$ cat config.mk
export PLATFORM = sky130hd
export DESIGN_NAME = waypoint_time_interpolator_top
export DESIGN_NICKNAME = d
export VERILOG_FILES = /design/src/hw/rtl/wti_pkg.sv /design/src/hw/rtl/wti_mem.sv /design/src/hw/rtl/wti_div.sv /design/src/hw/rtl/wti_blend.sv /design/src/hw/rtl/waypoint_time_interpolator_top.sv
export SDC_FILE = /design/constraint.sdc
export NUM_CORES = 2
export LEC_CHECK = 0
export ABC_AREA = 1
export BUFFER_PORTS_ARGS = -buffer_cell sky130_fd_sc_hd__clkbuf_2
export CAP_MARGIN = 10
export CORE_ASPECT_RATIO = 0.6
export CORE_MARGIN = 8
export CORE_UTILIZATION = 35
export CTS_CLUSTER_DIAMETER = 100
export DETAILED_ROUTE_END_ITERATION = 8
export PLACE_DENSITY = 0.46
export SLEW_MARGIN = 15
export SYNTH_ARGS = -nofsm -noshare
export SYNTH_HDL_FRONTEND = slang
export SYNTH_HIERARCHICAL = 1
export SYNTH_SLANG_ARGS = --single-unit
$ cat constraint.sdc
create_clock -name clk -period 22.5 [get_ports clk]
set_input_delay 1.125 -clock clk [delete_from_list [all_inputs] [get_ports clk]]
set_output_delay 1.125 -clock clk [all_outputs]
set_load 0.005 [all_outputs]
$ cat src/hw/rtl/wti_pkg.sv
`timescale 1ns / 1ps
package wti_pkg;

  localparam int MAX_WAYPOINTS_DEF = 16;
  localparam int FRACTION_BITS_DEF = 16;

  localparam int COUNT_W = 5;
  localparam int SLOT_W  = 4;

  typedef logic signed [31:0] coord_t;
  typedef logic [31:0]        stamp_t;

  typedef struct packed {
    coord_t x;
    coord_t y;
    coord_t z;
    stamp_t tm;
  } wp_t;

  typedef struct packed {
    coord_t x;
    coord_t y;
    coord_t z;
  } vec3_t;

  typedef enum logic {
    CFG_WAYPOINT_COUNT = 1'b0,
    CFG_WRAP_TO_START  = 1'b1
  } cfg_idx_t;

  typedef enum logic {
    ACT_LOAD  = 1'b0,
    ACT_QUERY = 1'b1
  } action_t;

endpackage

$ cat src/hw/rtl/wti_mem.sv
`timescale 1ns / 1ps
module wti_mem import wti_pkg::*; #(
  parameter int DEPTH = MAX_WAYPOINTS_DEF,
  parameter int AW    = $clog2(MAX_WAYPOINTS_DEF)
) (
  input  logic          clk,
  input  logic          we,
  input  logic [AW-1:0] waddr,
  input  wp_t           wdata,
  input  logic [AW-1:0] raddr,
  output wp_t           rdata
);

  wp_t mem [DEPTH];

  always_ff @(posedge clk) begin
    if (we) begin
      mem[waddr] <= wdata;
    end
    rdata <= mem[raddr];
  end

endmodule

$ cat src/hw/rtl/wti_div.sv
`timescale 1ns / 1ps
module wti_div import wti_pkg::*; #(
  parameter int FRACTION_BITS = FRACTION_BITS_DEF
) (
  input  logic                     clk,
  input  logic                     rst,
  input  logic                     start,
  input  stamp_t                   num,
  input  stamp_t                   den,
  output logic                     done,
  output logic [FRACTION_BITS-1:0] quotient
);

  localparam int CW = $clog2(FRACTION_BITS + 1);

  logic          active;
  logic [CW-1:0] cnt;
  stamp_t        rem;
  stamp_t        div;
  logic [32:0]   sh;
  logic          fits;

  // num < den on entry, so rem stays below den
  assign sh   = {rem, 1'b0};
  assign fits = sh >= {1'b0, div};

  always_ff @(posedge clk) begin
    if (rst) begin
      active <= 1'b0;
      done   <= 1'b0;
      cnt    <= '0;
    end else begin
      done <= 1'b0;
      if (start) begin
        active <= 1'b1;
        cnt    <= CW'(FRACTION_BITS);
        rem    <= num;
        div    <= den;
      end else if (active) begin
        if (fits) begin
          rem <= 32'(sh - {1'b0, div});
        end else begin
          rem <= sh[31:0];
        end
        quotient <= {quotient[FRACTION_BITS-2:0], fits};
        cnt      <= cnt - 1'b1;
        if (cnt == CW'(1)) begin
          active <= 1'b0;
          done   <= 1'b1;
        end
      end
    end
  end

endmodule

$ cat src/hw/rtl/wti_blend.sv
`timescale 1ns / 1ps
module wti_blend import wti_pkg::*; #(
  parameter int FRACTION_BITS = FRACTION_BITS_DEF
) (
  input  logic                     clk,
  input  logic                     rst,
  input  logic                     start,
  input  logic [FRACTION_BITS-1:0] alpha,
  input  vec3_t                    p0,
  input  vec3_t                    p1,
  output logic                     done,
  output vec3_t                    result
);

  localparam int PW = 34 + FRACTION_BITS;

  logic                        active;
  logic                        add_phase;
  logic [1:0]                  sel;
  coord_t                      a_arr [3];
  coord_t                      b_arr [3];
  coord_t                      res   [3];
  coord_t                      a_sel;
  coord_t                      b_sel;
  logic signed [32:0]          diff;
  logic signed [FRACTION_BITS:0] alpha_s;
  logic signed [PW-1:0]        prod_w;
  logic signed [PW-1:0]        prod;

  assign a_arr[0] = p0.x;
  assign a_arr[1] = p0.y;
  assign a_arr[2] = p0.z;
  assign b_arr[0] = p1.x;
  assign b_arr[1] = p1.y;
  assign b_arr[2] = p1.z;

  always_comb begin
    case (sel)
      2'd1:    begin a_sel = a_arr[1]; b_sel = b_arr[1]; end
      2'd2:    begin a_sel = a_arr[2]; b_sel = b_arr[2]; end
      default: begin a_sel = a_arr[0]; b_sel = b_arr[0]; end
    endcase
  end

  assign diff    = {b_sel[31], b_sel} - {a_sel[31], a_sel};
  assign alpha_s = {1'b0, alpha};
  assign prod_w  = diff * alpha_s;

  assign result.x = res[0];
  assign result.y = res[1];
  assign result.z = res[2];

  always_ff @(posedge clk) begin
    if (rst) begin
      active    <= 1'b0;
      add_phase <= 1'b0;
      sel       <= '0;
      done      <= 1'b0;
    end else begin
      done <= 1'b0;
      if (start) begin
        active    <= 1'b1;
        add_phase <= 1'b0;
        sel       <= '0;
      end else if (active) begin
        if (!add_phase) begin
          prod      <= prod_w;
          add_phase <= 1'b1;
        end else begin
          // floor of prod / 2^F, low 32 bits only
          res[sel]  <= a_sel + prod[FRACTION_BITS+31:FRACTION_BITS];
          add_phase <= 1'b0;
          if (sel == 2'd2) begin
            active <= 1'b0;
            done   <= 1'b1;
          end else begin
            sel <= sel + 1'b1;
          end
        end
      end
    end
  end

endmodule

$ cat src/hw/rtl/waypoint_time_interpolator_top.sv
`timescale 1ns / 1ps
// Channel   Handshake             Payload
// config    cfg_write             cfg_addr, cfg_data
// item      start, busy           action, entry_index, load_x/y/z, load_time, sim_time
// result    result_valid          pose_x, pose_y, pose_z, wrapped
//
// A load transaction writes one entry while idle. A query reads the last entry, then scans the
// table one entry per cycle through the single read port, then runs a restoring
// divide for FRACTION_BITS quotient bits, then uses the shared multiplier for each axis in turn.
// Synchronous reset clears control and config (count 0, wrap on); table entries are
// undefined until loaded. Results are pulsed for one cycle on result_valid;
// the receiver cannot stall.
module waypoint_time_interpolator_top import wti_pkg::*; #(
  parameter int MAX_WAYPOINTS = MAX_WAYPOINTS_DEF,
  parameter int FRACTION_BITS = FRACTION_BITS_DEF
) (
  input  logic               clk,
  input  logic               rst,
  input  logic               cfg_write,
  input  logic               cfg_addr,
  input  logic [COUNT_W-1:0] cfg_data,
  input  logic               start,
  output logic               busy,
  input  logic               action,
  input  logic [SLOT_W-1:0]  entry_index,
  input  coord_t             load_x,
  input  coord_t             load_y,
  input  coord_t             load_z,
  input  stamp_t             load_time,
  input  stamp_t             sim_time,
  output logic               result_valid,
  output coord_t             pose_x,
  output coord_t             pose_y,
  output coord_t             pose_z,
  output logic               wrapped
);

  localparam int AW = $clog2(MAX_WAYPOINTS);
  localparam int CW = $clog2(MAX_WAYPOINTS + 1);

  typedef enum logic [2:0] {
    S_IDLE,
    S_WRAP_CHK,
    S_WRAP_OUT,
    S_SCAN,
    S_DIVIDE,
    S_BLEND
  } state_t;

  state_t             state;
  logic [COUNT_W-1:0] waypoint_count;
  logic               wrap_to_start;
  logic [CW-1:0]      cnt_sat;
  logic [AW-1:0]      last_idx;
  logic [AW-1:0]      k;
  stamp_t             q_time;
  wp_t                prev;
  wp_t                cur;
  wp_t                rd_data;
  wp_t                wdata;
  logic [AW-1:0]      raddr;
  logic               we;
  logic               seg_hit;
  logic               div_start;
  logic               div_done;
  logic [FRACTION_BITS-1:0] alpha;
  logic               blend_start;
  logic               blend_done;
  vec3_t              p0;
  vec3_t              p1;
  vec3_t              blend_res;

  always_comb begin
    if (32'(waypoint_count) > 32'(MAX_WAYPOINTS)) begin
      cnt_sat = CW'(MAX_WAYPOINTS);
    end else begin
      cnt_sat = CW'(waypoint_count);
    end
  end

  assign busy  = (state != S_IDLE);
  assign we    = (state == S_IDLE) && start && (action == ACT_LOAD) &&
                 (32'(entry_index) < 32'(MAX_WAYPOINTS));
  assign wdata = '{x: load_x, y: load_y, z: load_z, tm: load_time};

  always_comb begin
    unique case (state)
      S_IDLE:     raddr = AW'(cnt_sat - 1'b1);
      S_WRAP_CHK: raddr = '0;
      default:    raddr = k + 1'b1;
    endcase
  end

  assign seg_hit     = (state == S_SCAN) && (k != '0) &&
                       (prev.tm <= q_time) && (q_time < rd_data.tm);
  assign div_start   = seg_hit;
  assign blend_start = (state == S_DIVIDE) && div_done;

  assign p0 = '{x: prev.x, y: prev.y, z: prev.z};
  assign p1 = '{x: cur.x, y: cur.y, z: cur.z};

  wti_mem #(.DEPTH(MAX_WAYPOINTS), .AW(AW)) u_mem (
    .clk   (clk),
    .we    (we),
    .waddr (AW'(entry_index)),
    .wdata (wdata),
    .raddr (raddr),
    .rdata (rd_data)
  );

  wti_div #(.FRACTION_BITS(FRACTION_BITS)) u_div (
    .clk      (clk),
    .rst      (rst),
    .start    (div_start),
    .num      (q_time - prev.tm),
    .den      (rd_data.tm - prev.tm),
    .done     (div_done),
    .quotient (alpha)
  );

  wti_blend #(.FRACTION_BITS(FRACTION_BITS)) u_blend (
    .clk    (clk),
    .rst    (rst),
    .start  (blend_start),
    .alpha  (alpha),
    .p0     (p0),
    .p1     (p1),
    .done   (blend_done),
    .result (blend_res)
  );

  always_ff @(posedge clk) begin
    if (rst) begin
      waypoint_count <= '0;
      wrap_to_start  <= 1'b1;
    end else if (cfg_write) begin
      unique case (cfg_addr)
        CFG_WAYPOINT_COUNT: waypoint_count <= cfg_data;
        CFG_WRAP_TO_START:  wrap_to_start  <= cfg_data[0];
        default: ;
      endcase
    end
  end

  always_ff @(posedge clk) begin
    if (rst) begin
      state        <= S_IDLE;
      result_valid <= 1'b0;
      k            <= '0;
    end else begin
      result_valid <= 1'b0;
      unique case (state)
        S_IDLE: begin
          if (start && action == ACT_QUERY && cnt_sat != '0) begin
            q_time   <= sim_time;
            last_idx <= AW'(cnt_sat - 1'b1);
            state    <= S_WRAP_CHK;
          end
        end
        S_WRAP_CHK: begin
          k <= '0;
          if (wrap_to_start && q_time > rd_data.tm) begin
            state <= S_WRAP_OUT;
          end else if (last_idx == '0) begin
            state <= S_IDLE;
          end else begin
            state <= S_SCAN;
          end
        end
        S_WRAP_OUT: begin
          pose_x       <= rd_data.x;
          pose_y       <= rd_data.y;
          pose_z       <= rd_data.z;
          wrapped      <= 1'b1;
          result_valid <= 1'b1;
          state        <= S_IDLE;
        end
        S_SCAN: begin
          if (seg_hit) begin
            cur   <= rd_data;
            state <= S_DIVIDE;
          end else if (k == last_idx) begin
            state <= S_IDLE;
          end else begin
            prev <= rd_data;
            k    <= k + 1'b1;
          end
        end
        S_DIVIDE: begin
          if (div_done) begin
            state <= S_BLEND;
          end
        end
        S_BLEND: begin
          if (blend_done) begin
            pose_x       <= blend_res.x;
            pose_y       <= blend_res.y;
            pose_z       <= blend_res.z;
            wrapped      <= 1'b0;
            result_valid <= 1'b1;
            state        <= S_IDLE;
          end
        end
        default: state <= S_IDLE;
      endcase
    end
  end

endmodule
==> out/summary.txt <==
Status = completed
# Post-CTS Setup Buffers = 0
Die height = 504.4 µm
Die X-Extent = 829.9 µm
WL per Instance = 25.40 µm
Initial DRC Count = 9461
Post-cts resize count = 0
Initial core utilization = 35.14%
Post-synth ARST share = 0%
Tightest Pin Transition = 1272 ps
Crit start category = flop
Nets = 14.64k
Clk_skew = 79.64 ps
Mapped Area = 139100 µm²
Mapped Nets = 14.47k
Clock sink total = 2767
Maximum clock rate = 85.99 MHz
Clock tree buffer depth = 4
Clk Latency, worst-skew pair = 920 ps
Flop2flop setup slack = 10870 ps
Die area = 418600 µm²
Hold Vio Cnt, Final = 0
H-tree depth = 5
Core ar. = 396000 µm²
Synth Instances = 13.49k
Share of cells above drive strength 1 = 8.215%
Placed cell area = 146100 µm²
Max FO, Critical Path = 67
TritonCTS Buffers = 292
Reg2reg start = u_blend/sel[0]
I/O pin count = 274
Synth cell types = 70
FF-to-FF path depth = 32
R2R Path End = u_blend/prod[40]
First-pass GRT wire length = 690000 µm
Yosys top cell area share = 56.40%
Grt ovf = 0
Worst EP arrival = 12280 ps
Clock Pin Slew Worst Setup and Hold Paths = 70 ps
Crit-path most repeated cell = fa_1
Avg Inst Size Synth = 10.32 µm²
Yosys reg bits = 2767
Rows = 179
Unrepaired setup endpoints after global routing = false
Hold Crit Start = sim_time[4]
GRT Total Usage = 22.56%
Power per cell area = 152.0 nW/µm²
CTS Hold Bufs = 0
Ys flop type = edfxtp_1
Post-DP HPWL = 315200 µm
Routed WL = 486700 µm
CP required = 23150 ps
Fin area = 155600 µm²
PortBufs = 273
Vias per cell = 4.959
EDFF count, synth = 2613
Most common cell in the netlist = nand2_1
Period utilization = 51.68%
Initial antenna violation count = 108
Syn-to-layout area delta = 11.84%
Hold Crit Class = input pin to flop
Hold endpoint = q_time[4]
Critical path class = flop to flop
Drt drc = 0
Minimum clock period = 11630 ps
Fin. max-slew vios = 0
Hold depth = 1
Setup violators final = 0
Setup TNS Final = 0 ps
Largest net degree at the start of global routing = 180
Sequential share of the synthesized area = 58.62%
Static Leakage = 0.06488 µW
Headroom to the max-slew limit = 14.43%
Slowest CP cell = nor4_1
CTS Root Cell = clkbuf_16
Post-route ant nets = 0
Worst vdd ir = 0.2906 mV
Critical path's largest stage delay = 730 ps
Largest area contributor in the netlist = edfxtp_1
Initial DRT Pass Iterations = 6
CTS tree = yes
Total vias in the final route = 95.00k
Max-Cap Viols = 0
Final Power = 23650 µW
Synth area leaders = edfxtp_1, nand2_1, fa_1
Yosys warnings = 6
CP Capture Type = flop
Most instantiated cells after synthesis = nand2_1, edfxtp_1, inv_1, nand3_1, nor2_1
Final GP Congestion = 0.9601
Vias in the first global route = 88.76k
final cells by class:
type                    instances  area [µm²]
fillers                     38990      240400
flip-flops and latches       2767       81550
multi-input cells            8140       47450
clock buffers                 396        8162
inverters                    2027        7647
well taps                    5249        6568
repair buffers                437        2835
clock inverters               122        1335
diodes                         19       47.55
critical path: cells and delay by family, from the launching register on:
kind                     cells  cell delay [ps]
adder cells (fa/ha/maj)      9             4200
AND/OR/NAND/NOR              9             3410
AO/OA/AOI/OAI                6             1970
buffers and inverters        7             1280
flip-flops                   1              330
XOR/XNOR                     1              100
layout by cell type, fill, tap and decap left out, types with 37 or more instances in the layout:
| cell type | instances |
|---|---|
| nand2_1 | 3863 |
| edfxtp_1 | 2613 |
| inv_1 | 1996 |
| nand3_1 | 1764 |
| nor2_1 | 588 |
| fa_1 | 494 |
| ha_1 | 307 |
| clkbuf_16 | 303 |
| clkbuf_2 | 273 |
| a21oi_1 | 271 |
| dfxtp_1 | 154 |
| buf_4 | 145 |
| o21ai_0 | 139 |
| mux2_2 | 96 |
| xor2_1 | 80 |
| clkbuf_1 | 70 |
| xnor2_1 | 64 |
| clkinv_1 | 48 |
| a221o_1 | 38 |
| nand2_2 | 37 |
routing by layer:
layer	GRT usage, %	vias up	share of wire (%)
met1	37.00	46750	52
met4	3.282	34	1.6
met2	29.66	3232	38
met3	5.743	529	8.4
li1	-	44460	-
met5	0	-	0.045
per-stage QoR:
step	cells	hold slack (ps)	utilization [%]	setup WS [ps]
floorplan	13490	420.0	-	13350
global placement	18620	457.4	36.88	11380
detailed placement	18620	448.1	36.88	11510
CTS	19140	346.6	39.28	11500
global route	19140	370.3	39.28	10720
finish	19160	438.7	39.30	10870
power by group:
group / total, µW / internal (µW) / switching, µW / leakage (µW)
clock network: 4920 / 2810 / 2110 / 0.00463
logic: 12100 / 3470 / 8600 / 0.0354
registers: 6650 / 6320 / 329 / 0.0248
how the worst max path moves through the flow:
stage / start / to / cells past startpoint
final: u_blend/sel[0] / u_blend/prod[40] / 32
after global routing: u_blend/sel[0] / u_blend/prod[40] / 36
after CTS: u_blend/sel[0] / u_blend/prod[40] / 34
after detailed placement: u_blend/sel[0] / u_blend/prod[40] / 34
after global placement: u_blend/sel[0] / u_blend/prod[40] / 34
after floorplan: rst / pose_x[0] / 2
cells by family (layout without fill, tap and decap cells):
| kind of cell | Yosys count | in the layout | synth area share, % |
|---|---|---|---|
| simple gates | 6487 | 6487 | 19.65 |
| mux | 96 | 96 | 0.7770 |
| other cells | 0 | 19 | 0 |
| buf+inv | 2580 | 2982 | 7.466 |
| xor+xnor | 151 | 151 | 0.9857 |
| fa+ha+maj | 804 | 804 | 9.896 |
| compound gates | 602 | 602 | 2.613 |
| flops | 2767 | 2767 | 58.62 |
state kept, by name, indices dropped and copies added (netlist names), 16 cells and up:
| name | flops |
|---|---|
| u_mem/mem | 2048 |
| u_mem/rdata | 128 |
| cur | 96 |
| p0 | 96 |
| u_blend/res | 96 |
| pose_x | 32 |
| pose_y | 32 |
| pose_z | 32 |
| prev | 32 |
| q_time | 32 |
| u_blend/prod | 32 |
| u_div/div | 32 |
| u_div/rem | 32 |
| u_div/quotient | 16 |
No activity file was read; power rests on OpenSTA's default activity.
